$ cat config.mk
export PLATFORM = sky130hd
export DESIGN_NAME = fifo_with_priority_bypass_flat
export DESIGN_NICKNAME = d
export VERILOG_FILES = /design/src/rtl/fwpb_pkg.sv /design/src/rtl/fwpb_if.sv /design/src/rtl/fifo_with_priority_bypass.sv /design/src/rtl/fwpb_cell.sv /design/src/flat_wrapper.sv
export SDC_FILE = /design/constraint.sdc
export NUM_CORES = 2
export LEC_CHECK = 0
export BUFFER_PORTS_ARGS = -buffer_cell sky130_fd_sc_hd__clkbuf_2
export CAP_MARGIN = 0
export CORE_ASPECT_RATIO = 0.75
export CORE_MARGIN = 10
export CORE_UTILIZATION = 39
export DETAILED_ROUTE_END_ITERATION = 10
export MAX_ROUTING_LAYER = met4
export PLACE_DENSITY_LB_ADDON = 0.25
export REMOVE_ABC_BUFFERS = 1
export SYNTH_ARGS = -nofsm -noshare
export SYNTH_HDL_FRONTEND = slang
export SYNTH_SLANG_ARGS = --single-unit
$ cat constraint.sdc
create_clock -name clk_i -period 9.85 [get_ports clk_i]
set_clock_uncertainty 0.15 [all_clocks]
set_input_delay 0.985 -clock clk_i [delete_from_list [all_inputs] [get_ports clk_i]]
set_output_delay 0.985 -clock clk_i [all_outputs]
set_load 0.02 [all_outputs]
$ cat src/rtl/fwpb_pkg.sv
`timescale 1ns / 1ps
// ----------------------------------------------------------------------------
// fwpb_pkg: shared definitions for the priority-bypass FIFO
// Sizes, command and status codes, and the per-cell control word.
// ----------------------------------------------------------------------------
package fwpb_pkg;

  localparam int QueueDepth = 16;
  localparam int DataWidth  = 32;
  localparam int KindWidth  = 8;
  localparam int CountWidth = $clog2(QueueDepth + 1);
  localparam int CmdWidth   = 3;
  localparam int StatWidth  = 2;

  // Reset value of the special kind register: ASCII 'E'.
  localparam logic [KindWidth-1:0] SpecialKindReset = 8'h45;

  typedef enum logic [CmdWidth-1:0] {
    CmdAppend = 3'd0,
    CmdPush   = 3'd1,
    CmdPop    = 3'd2,
    CmdServe  = 3'd3,
    CmdClear  = 3'd4
  } cmd_e;

  typedef enum logic [StatWidth-1:0] {
    StatOk        = 2'd0,
    StatFull      = 2'd1,
    StatEmpty     = 2'd2,
    StatNoSpecial = 2'd3
  } status_e;

  // What a cell loads at the next edge.
  typedef enum logic [1:0] {
    OpHold  = 2'd0,
    OpLoad  = 2'd1,
    OpLeft  = 2'd2,
    OpRight = 2'd3
  } cell_op_e;

  typedef struct packed {
    cell_op_e op;
    logic     serve;
    logic     occupied;
  } cell_ctrl_t;

endpackage

$ cat src/rtl/fwpb_if.sv
`timescale 1ns / 1ps
// ----------------------------------------------------------------------------
// fwpb_if: request and response channels of the priority-bypass FIFO
// Valid/ready channels; a transfer happens when valid and ready are both high.
// ----------------------------------------------------------------------------
interface fwpb_req_if;
  logic                           valid;
  logic                           ready;
  logic [fwpb_pkg::CmdWidth-1:0]  command;
  logic [fwpb_pkg::KindWidth-1:0] client_kind;
  logic [31:0]                    client_data;

  modport source (output valid, output command, output client_kind,
                  output client_data, input ready);
  modport sink   (input valid, input command, input client_kind,
                  input client_data, output ready);
endinterface

interface fwpb_rsp_if;
  logic                            valid;
  logic                            ready;
  logic                            taken_valid;
  logic [fwpb_pkg::KindWidth-1:0]  taken_kind;
  logic [31:0]                     taken_data;
  logic [fwpb_pkg::StatWidth-1:0]  status;
  logic [fwpb_pkg::CountWidth-1:0] fill_level;
  logic                            is_empty;

  modport source (output valid, output taken_valid, output taken_kind,
                  output taken_data, output status, output fill_level,
                  output is_empty, input ready);
  modport sink   (input valid, input taken_valid, input taken_kind,
                  input taken_data, input status, input fill_level,
                  input is_empty, output ready);
endinterface

$ cat src/rtl/fifo_with_priority_bypass.sv
`timescale 1ns / 1ps
// A command's result is registered and offered in the cycle after its transfer.
// Throughput: one command per cycle; every cell updates in the same cycle, so
// the next command may follow at once while the response side keeps up.
// Reset clears the fill count and the response valid flag and sets the special
// kind to 'E'; slot contents are not reset and are never read before written.
// ----------------------------------------------------------------------------
// fifo_with_priority_bypass: ordered queue with head insert and class extract
// A row of cells holds the entries, head in cell 0. Commands append at the
// tail, push at the head, pop the head, extract the special entry nearest the
// head, or clear. Each command gives one response.
// ----------------------------------------------------------------------------
module fifo_with_priority_bypass (
  input  logic                           clk_i,
  input  logic                           rst_ni,
  input  logic                           cfg_we_i,
  input  logic [fwpb_pkg::KindWidth-1:0] cfg_wdata_i,
  fwpb_req_if.sink                       req,
  fwpb_rsp_if.source                     rsp
);
  import fwpb_pkg::*;

  // Configuration register: the kind byte that marks special entries.
  logic [KindWidth-1:0] special_kind_q;

  always_ff @(posedge clk_i or negedge rst_ni) begin
    if (!rst_ni) begin
      special_kind_q <= SpecialKindReset;
    end else if (cfg_we_i) begin
      special_kind_q <= cfg_wdata_i;
    end
  end

  // Fill count and handshake.
  logic [CountWidth-1:0] count_q, count_d;
  logic                  accept;
  logic                  full;
  logic                  empty;
  cmd_e                  cmd;

  assign accept = req.valid & req.ready;
  assign cmd    = cmd_e'(req.command);
  assign full   = (count_q == CountWidth'(QueueDepth));
  assign empty  = (count_q == '0);

  // Cell row wiring. The hit chain runs from the head toward the tail.
  cell_ctrl_t           ctrl   [QueueDepth];
  logic [KindWidth-1:0] kind_w [QueueDepth];
  logic [DataWidth-1:0] data_w [QueueDepth];
  logic                 taken_w[QueueDepth];
  logic [QueueDepth:0]  hit_w;

  assign hit_w[0] = 1'b0;

  for (genvar i = 0; i < QueueDepth; i++) begin : g_cell
    logic [KindWidth-1:0] left_kind;
    logic [DataWidth-1:0] left_data;
    logic [KindWidth-1:0] right_kind;
    logic [DataWidth-1:0] right_data;

    // The head has no left neighbor and the last cell no right one; the
    // constants they take in are never counted as entries.
    if (i == 0) begin : g_head
      assign left_kind = '0;
      assign left_data = '0;
    end else begin : g_body
      assign left_kind = kind_w[i-1];
      assign left_data = data_w[i-1];
    end
    if (i == QueueDepth - 1) begin : g_last
      assign right_kind = '0;
      assign right_data = '0;
    end else begin : g_inner
      assign right_kind = kind_w[i+1];
      assign right_data = data_w[i+1];
    end

    // Per-cell command decode.
    always_comb begin
      ctrl[i].occupied = (CountWidth'(i) < count_q);
      ctrl[i].serve    = accept && (cmd == CmdServe);
      ctrl[i].op       = OpHold;
      if (accept) begin
        case (cmd)
          CmdAppend: begin
            if (!full && (count_q == CountWidth'(i))) begin
              ctrl[i].op = OpLoad;
            end
          end
          CmdPush: begin
            if (!full) begin
              ctrl[i].op = (i == 0) ? OpLoad : OpLeft;
            end
          end
          CmdPop: begin
            if (!empty) begin
              ctrl[i].op = OpRight;
            end
          end
          default: ctrl[i].op = OpHold;
        endcase
      end
    end

    fwpb_cell u_cell (
      .clk_i          (clk_i),
      .ctrl_i         (ctrl[i]),
      .special_kind_i (special_kind_q),
      .new_kind_i     (req.client_kind),
      .new_data_i     (req.client_data),
      .left_kind_i    (left_kind),
      .left_data_i    (left_data),
      .right_kind_i   (right_kind),
      .right_data_i   (right_data),
      .hit_i          (hit_w[i]),
      .hit_o          (hit_w[i+1]),
      .taken_o        (taken_w[i]),
      .kind_o         (kind_w[i]),
      .data_o         (data_w[i])
    );
  end

  // The matched entry is selected by an OR of one-hot masked slots.
  logic [KindWidth-1:0] serve_kind;
  logic [DataWidth-1:0] serve_data;
  logic                 serve_found;

  assign serve_found = hit_w[QueueDepth];

  always_comb begin
    serve_kind = '0;
    serve_data = '0;
    for (int i = 0; i < QueueDepth; i++) begin
      if (taken_w[i]) begin
        serve_kind = serve_kind | kind_w[i];
        serve_data = serve_data | data_w[i];
      end
    end
  end

  // Result of the command in flight and the next fill count.
  logic                 res_taken;
  logic [KindWidth-1:0] res_kind;
  logic [DataWidth-1:0] res_data;
  status_e              res_status;

  always_comb begin
    count_d    = count_q;
    res_taken  = 1'b0;
    res_kind   = '0;
    res_data   = '0;
    res_status = StatOk;
    case (cmd)
      CmdAppend, CmdPush: begin
        if (full) begin
          res_status = StatFull;
        end else begin
          count_d = count_q + CountWidth'(1);
        end
      end
      CmdPop: begin
        if (empty) begin
          res_status = StatEmpty;
        end else begin
          count_d   = count_q - CountWidth'(1);
          res_taken = 1'b1;
          res_kind  = kind_w[0];
          res_data  = data_w[0];
        end
      end
      CmdServe: begin
        if (serve_found) begin
          count_d   = count_q - CountWidth'(1);
          res_taken = 1'b1;
          res_kind  = serve_kind;
          res_data  = serve_data;
        end else begin
          res_status = StatNoSpecial;
        end
      end
      CmdClear: count_d = '0;
      default:  count_d = count_q;
    endcase
  end

  always_ff @(posedge clk_i or negedge rst_ni) begin
    if (!rst_ni) begin
      count_q <= '0;
    end else if (accept) begin
      count_q <= count_d;
    end
  end

  // Response register. A new command is taken whenever the register is free
  // or its result is being transferred in the same cycle.
  logic                  rsp_valid_q;
  logic                  taken_valid_q;
  logic [KindWidth-1:0]  taken_kind_q;
  logic [DataWidth-1:0]  taken_data_q;
  status_e               status_q;
  logic [CountWidth-1:0] fill_q;

  assign req.ready = ~rsp_valid_q | rsp.ready;

  always_ff @(posedge clk_i or negedge rst_ni) begin
    if (!rst_ni) begin
      rsp_valid_q <= 1'b0;
    end else if (accept) begin
      rsp_valid_q <= 1'b1;
    end else if (rsp.ready) begin
      rsp_valid_q <= 1'b0;
    end
  end

  always_ff @(posedge clk_i) begin
    if (accept) begin
      taken_valid_q <= res_taken;
      taken_kind_q  <= res_kind;
      taken_data_q  <= res_data;
      status_q      <= res_status;
      fill_q        <= count_d;
    end
  end

  assign rsp.valid       = rsp_valid_q;
  assign rsp.taken_valid = taken_valid_q;
  assign rsp.taken_kind  = taken_kind_q;
  assign rsp.taken_data  = taken_data_q;
  assign rsp.status      = status_q;
  assign rsp.fill_level  = fill_q;
  assign rsp.is_empty    = (fill_q == '0);

endmodule

$ cat src/rtl/fwpb_cell.sv
`timescale 1ns / 1ps
// ----------------------------------------------------------------------------
// fwpb_cell: one slot of the queue
// Holds one entry and moves it to or from its neighbors as commanded.
// ----------------------------------------------------------------------------
module fwpb_cell (
  input  logic                           clk_i,
  input  fwpb_pkg::cell_ctrl_t           ctrl_i,
  input  logic [fwpb_pkg::KindWidth-1:0] special_kind_i,
  input  logic [fwpb_pkg::KindWidth-1:0] new_kind_i,
  input  logic [fwpb_pkg::DataWidth-1:0] new_data_i,
  input  logic [fwpb_pkg::KindWidth-1:0] left_kind_i,
  input  logic [fwpb_pkg::DataWidth-1:0] left_data_i,
  input  logic [fwpb_pkg::KindWidth-1:0] right_kind_i,
  input  logic [fwpb_pkg::DataWidth-1:0] right_data_i,
  input  logic                           hit_i,
  output logic                           hit_o,
  output logic                           taken_o,
  output logic [fwpb_pkg::KindWidth-1:0] kind_o,
  output logic [fwpb_pkg::DataWidth-1:0] data_o
);
  import fwpb_pkg::*;

  logic [KindWidth-1:0] kind_q, kind_d;
  logic [DataWidth-1:0] data_q, data_d;
  logic                 match;

  // A match counts only in an occupied slot; the chain carries whether any
  // slot nearer the head already matched.
  assign match   = ctrl_i.occupied && (kind_q == special_kind_i);
  assign hit_o   = hit_i | match;
  assign taken_o = match & ~hit_i;
  assign kind_o  = kind_q;
  assign data_o  = data_q;

  always_comb begin
    kind_d = kind_q;
    data_d = data_q;
    if (ctrl_i.serve) begin
      // The matched slot and every slot behind it close the gap.
      if (hit_o) begin
        kind_d = right_kind_i;
        data_d = right_data_i;
      end
    end else begin
      case (ctrl_i.op)
        OpLoad: begin
          kind_d = new_kind_i;
          data_d = new_data_i;
        end
        OpLeft: begin
          kind_d = left_kind_i;
          data_d = left_data_i;
        end
        OpRight: begin
          kind_d = right_kind_i;
          data_d = right_data_i;
        end
        default: begin
          kind_d = kind_q;
          data_d = data_q;
        end
      endcase
    end
  end

  always_ff @(posedge clk_i) begin
    kind_q <= kind_d;
    data_q <= data_d;
  end

endmodule
$ cat src/flat_wrapper.sv
// flat-port wrapper written by rule: the top's interface ports become plain ports
module fifo_with_priority_bypass_flat import fwpb_pkg::*;
  (clk_i, rst_ni, cfg_we_i, cfg_wdata_i, req_valid, req_command, req_client_kind, req_client_data, req_ready, rsp_valid, rsp_taken_valid, rsp_taken_kind, rsp_taken_data, rsp_status, rsp_fill_level, rsp_is_empty, rsp_ready);
  fwpb_req_if req_i ();
  fwpb_rsp_if rsp_i ();
  input  logic clk_i;
  input  logic rst_ni;
  input  logic cfg_we_i;
  input  logic [fwpb_pkg::KindWidth-1:0] cfg_wdata_i;
  input wire logic [$bits(req_i.valid)-1:0] req_valid;
  input wire logic [$bits(req_i.command)-1:0] req_command;
  input wire logic [$bits(req_i.client_kind)-1:0] req_client_kind;
  input wire logic [$bits(req_i.client_data)-1:0] req_client_data;
  output wire logic [$bits(req_i.ready)-1:0] req_ready;
  output wire logic [$bits(rsp_i.valid)-1:0] rsp_valid;
  output wire logic [$bits(rsp_i.taken_valid)-1:0] rsp_taken_valid;
  output wire logic [$bits(rsp_i.taken_kind)-1:0] rsp_taken_kind;
  output wire logic [$bits(rsp_i.taken_data)-1:0] rsp_taken_data;
  output wire logic [$bits(rsp_i.status)-1:0] rsp_status;
  output wire logic [$bits(rsp_i.fill_level)-1:0] rsp_fill_level;
  output wire logic [$bits(rsp_i.is_empty)-1:0] rsp_is_empty;
  input wire logic [$bits(rsp_i.ready)-1:0] rsp_ready;
  assign req_i.valid = req_valid;
  assign req_i.command = req_command;
  assign req_i.client_kind = req_client_kind;
  assign req_i.client_data = req_client_data;
  assign req_ready = req_i.ready;
  assign rsp_valid = rsp_i.valid;
  assign rsp_taken_valid = rsp_i.taken_valid;
  assign rsp_taken_kind = rsp_i.taken_kind;
  assign rsp_taken_data = rsp_i.taken_data;
  assign rsp_status = rsp_i.status;
  assign rsp_fill_level = rsp_i.fill_level;
  assign rsp_is_empty = rsp_i.is_empty;
  assign rsp_i.ready = rsp_ready;
  fifo_with_priority_bypass u_core (.clk_i(clk_i), .rst_ni(rst_ni), .cfg_we_i(cfg_we_i), .cfg_wdata_i(cfg_wdata_i), .req(req_i), .rsp(rsp_i));
endmodule
==> run metrics <==
Residual DRC 0; critical setup path kind reg -> reg; unique cell type count in the Yosys netlist 74; clock sink total 702; ratio of final minimum period to clock period 0.6364; signed area change from the synthesized netlist to the final layout 10.10%; TritonCTS clock tree yes; run status finished clean; family of cells with the greatest summed delay on the critical path compound AO/OA/AOI/OAI gates; CP arrival 6.41 ns; filler cell count in the final layout 9609; depth of the most critical reg-to-reg path 10; total setup violations reported at the end of the flow 0; slew at the pin closest to its max-slew limit 1.374 ns; total half-perimeter wirelength after legalization and detailed placement 85290 um; Data required, critical path 10.00 ns; RSZ-0062 raised after global routing false; most used flip-flop cell after synthesis sky130_fd_sc_hd__edfxtp_1; number of iterations in the first detailed-routing pass 6; power density over cell area 173.9 mW/mm2; total power consumption of the routed design between 7000 and 8000 uW; hold buffers post-CTS 0; Worst IR Drop VDD 0.1142 mV; setup repair bufs after CTS 0; global-route wire length before repair 214300 um; most prevalent standard cell on the critical path sky130_fd_sc_hd__buf_4; setup TNS 0 ns; count of port buffers added during placement 106; Post-synth EDFFs slightly below 700; Critical Path Fanout Max 28; num rows 100; average wire per standard cell 27.76 um; launching instance or port of the critical path u_core.count_q[2]; pin count of the biggest net entering global routing 253; Reg-to-Reg Start u_core.count_q[2]; global placement routability congestion between 0.9 and 1; final net count 3989; clk slew on worst S/H paths approximately 0.070 ns; endpoint of the worst register-to-register path u_core.g_cell[12].u_cell.data_o[4]; fraction of registers with async set/reset 0.01994; post-route ant nets 0; share of post-route cells with drive strength above 1 0.09887; overall die area 0.1129 mm2; Crit-path slowest cell sky130_fd_sc_hd__dfrtp_1; cells along the critical path o21ai_0 -> a2111oi_0 -> and3_1 -> buf_4 -> or4_1 -> or3_2 -> buf_4 -> nor2_1 -> a31oi_4 -> buf_4; count of final max-slew check failures 0; mean instance size in the synthesized netlist about 9.5 um2; overall via count from detail_route between 30000 and 40000; via count of the first global-routing pass between 30000 and 40000; worst reg-to-reg setup slack 3.58 ns; critical path's largest stage delay about 0.94 ns; grt total ovfl 0; initial antenna violation count 1; post-detailed-route via-to-cell ratio about 6.4; die span in y 293.5 um; worst-case clock buffer depth 3; root buffer selected by CTS sky130_fd_sc_hd__clkbuf_16; highest attainable clock frequency 159.5 MHz; shortest period the worst path allows 6.268 ns; worst slew margin relative to its limit 0.08412; Clock Latency Late Sink roughly 0.68 ns; summed instance area of the synthesized netlist 0.03889 mm2; core box area 0.09910 mm2; CTS HTree Levels 3; Worst setup SP type flop; register bit count reported by yosys 702; overall routed net length 147500 um; number of warnings reported in the yosys synthesis log 0; Iter 0 DRT Violations 5991; critical path capture point type flop; TritonCTS Buffers 77; initial core utilization 0.3925; classification of the worst-slack hold path in -> async; post-cts repair resize count 0; aggregate global-route resource usage 0.2557; sequential-to-total area share from yosys stat 0.5403; leakage power 0.01325 uW; horizontal die dimension 384.6 um; Worst path depth 10; Gate Count Post-Synth 4081; timing endpoint of the critical path u_core.g_cell[12].u_cell.data_o[4]; io pins 107; Hold Violations, Final 0; MaxCap Viol Count 0; count of buffer and inverter cells on the critical path 3
final cells by class:
type | instances | area [um2] | area share
Antenna cell | 3 | 7.507 | 0.0001753
Clock buffer | 92 | 2047 | 0.04780
Clock inverter | 44 | 371.6 | 0.008678
Inverter | 30 | 113.9 | 0.002659
Multi-Input combinational cell | 2931 | 16390 | 0.3827
Sequential cell | 702 | 21010 | 0.4907
Tap cell | 1326 | 1659 | 0.03874
Timing Repair Buffer | 186 | 1219 | 0.02846
sequential cells by signal, summed over array words and instances, names as in the netlist:
name	count
u_core.g_cell.u_cell.data_o	512
u_core.g_cell.u_cell.kind_o	128
u_core.rsp.taken_data	32
u_core.rsp.taken_kind	8
u_core.special_kind_q	8
u_core.count_q	5
u_core.rsp.fill_level	5
u_core.rsp.status	2
u_core.rsp.taken_valid	1
u_core.rsp.valid	1
worst min-delay path by stage:
stage	slack, ns	startpoint	end	depth (start not counted)
2_1_floorplan	0.37	u_core.g_cell[15].u_cell.data_o[13]	u_core.g_cell[14].u_cell.data_o[13]	2
3_3_place_gp	0.38	u_core.g_cell[15].u_cell.data_o[20]	u_core.g_cell[14].u_cell.data_o[20]	2
3_5_place_dp	0.39	u_core.g_cell[15].u_cell.data_o[9]	u_core.g_cell[14].u_cell.data_o[9]	2
4_1_cts	0.09	rst_ni	u_core.count_q[1]	1
5_1_grt	0.13	rst_ni	u_core.special_kind_q[5]	1
6_report	0.1	rst_ni	u_core.special_kind_q[5]	1
power by group:
| part | total [uW] | internal (uW) | switching [uW] |
|---|---|---|---|
| clock | 2900 | 1640 | 1270 |
| combinational | 923 | 280 | 643 |
| sequential | 3620 | 3460 | 164 |
| total | 7450 | 5370 | 2080 |
metal layers:
metal / up-vias / global-route usage / wire (um)
li1: 14900 / - / -
met1: 16670 / 0.3708 / 63590
met2: 2203 / 0.3479 / 61640
met3: 273 / 0.06396 / 18350
met4: 0 / 0.07472 / 3912
met5: - / - / 0
cell families (layout without fill, tap and decap cells):
logic type      after synthesis  after routing  share of synthesized area
compound gates             1697           1697                     0.2499
xor+xnor                    130            130                    0.02928
fa+ha+maj                     5              5                   0.001609
buf+inv                     448            352                    0.04700
flops                       702            702                     0.5403
mux                          48             48                    0.01387
other cells                   0              3                          0
simple gates               1051           1051                     0.1181
cells in the final DEF, fill, tap and decap left out, types with 30 or more instances in the layout:
cell / count
sky130_fd_sc_hd__and2_0: 40
sky130_fd_sc_hd__a22oi_1: 67
sky130_fd_sc_hd__a21oi_1: 696
sky130_fd_sc_hd__nor3_1: 41
sky130_fd_sc_hd__o21ai_1: 59
sky130_fd_sc_hd__nor2_1: 130
sky130_fd_sc_hd__clkbuf_2: 106
sky130_fd_sc_hd__buf_4: 73
sky130_fd_sc_hd__and3_1: 30
sky130_fd_sc_hd__nand3_1: 58
sky130_fd_sc_hd__o21ai_0: 541
sky130_fd_sc_hd__a221oi_1: 61
sky130_fd_sc_hd__a221o_1: 33
sky130_fd_sc_hd__xnor2_1: 45
sky130_fd_sc_hd__clkbuf_16: 80
sky130_fd_sc_hd__o2bb2ai_1: 32
sky130_fd_sc_hd__xor2_1: 85
sky130_fd_sc_hd__a31oi_1: 65
sky130_fd_sc_hd__edfxtp_1: 688
sky130_fd_sc_hd__nand2_1: 638
sky130_fd_sc_hd__mux2_2: 47
worst register-to-register path, delay by kind of cell (launching register included):
kind / cells / cell delay [ns]
and+or+nand+nor: 4 / 1.32
AOI/OAI and AO/OA: 3 / 1.92
buffers and inverters: 3 / 1.53
DFF: 1 / 0.94
metrics by stage:
stage / utilization / cells / hold WS, ns / area [um2] / setup slack [ns]
final: 0.4321 / 5314 / 0.09705 / 42820 / 3.582
after global routing: 0.4321 / 5312 / 0.1280 / 42820 / 3.434
after CTS: 0.4318 / 5310 / 0.09451 / 42790 / 3.789
after detailed placement: 0.4074 / 5174 / 0.3877 / 40380 / 3.776
after global placement: 0.4074 / 5174 / 0.3809 / 40380 / 3.845
after floorplan: - / 3663 / 0.3723 / 37180 / -25.31
cell usage after synthesis (all sizes together), types with 16 or more instances:
| cell | n | area share |
|---|---|---|
| a211oi | 29 | 0.0056 |
| a21oi | 703 | 0.091 |
| a221o | 33 | 0.0085 |
| a221oi | 63 | 0.014 |
| a22o | 16 | 0.0036 |
| a22oi | 67 | 0.013 |
| a31oi | 68 | 0.011 |
| a32oi | 21 | 0.0047 |
| and2 | 47 | 0.0076 |
| and3 | 32 | 0.0051 |
| buf | 115 | 0.015 |
| clkbuf | 303 | 0.029 |
| edfxtp | 688 | 0.53 |
| inv | 29 | 0.0028 |
| mux2 | 47 | 0.014 |
| nand2 | 638 | 0.062 |
| nand3 | 59 | 0.0077 |
| nand4 | 28 | 0.0045 |
| nor2 | 137 | 0.013 |
| nor3 | 51 | 0.0074 |
| nor4 | 26 | 0.0047 |
| o21ai | 601 | 0.077 |
| o2bb2ai | 32 | 0.0072 |
| xnor2 | 45 | 0.010 |
| xor2 | 85 | 0.019 |
Power figures use the tool's default switching activity.
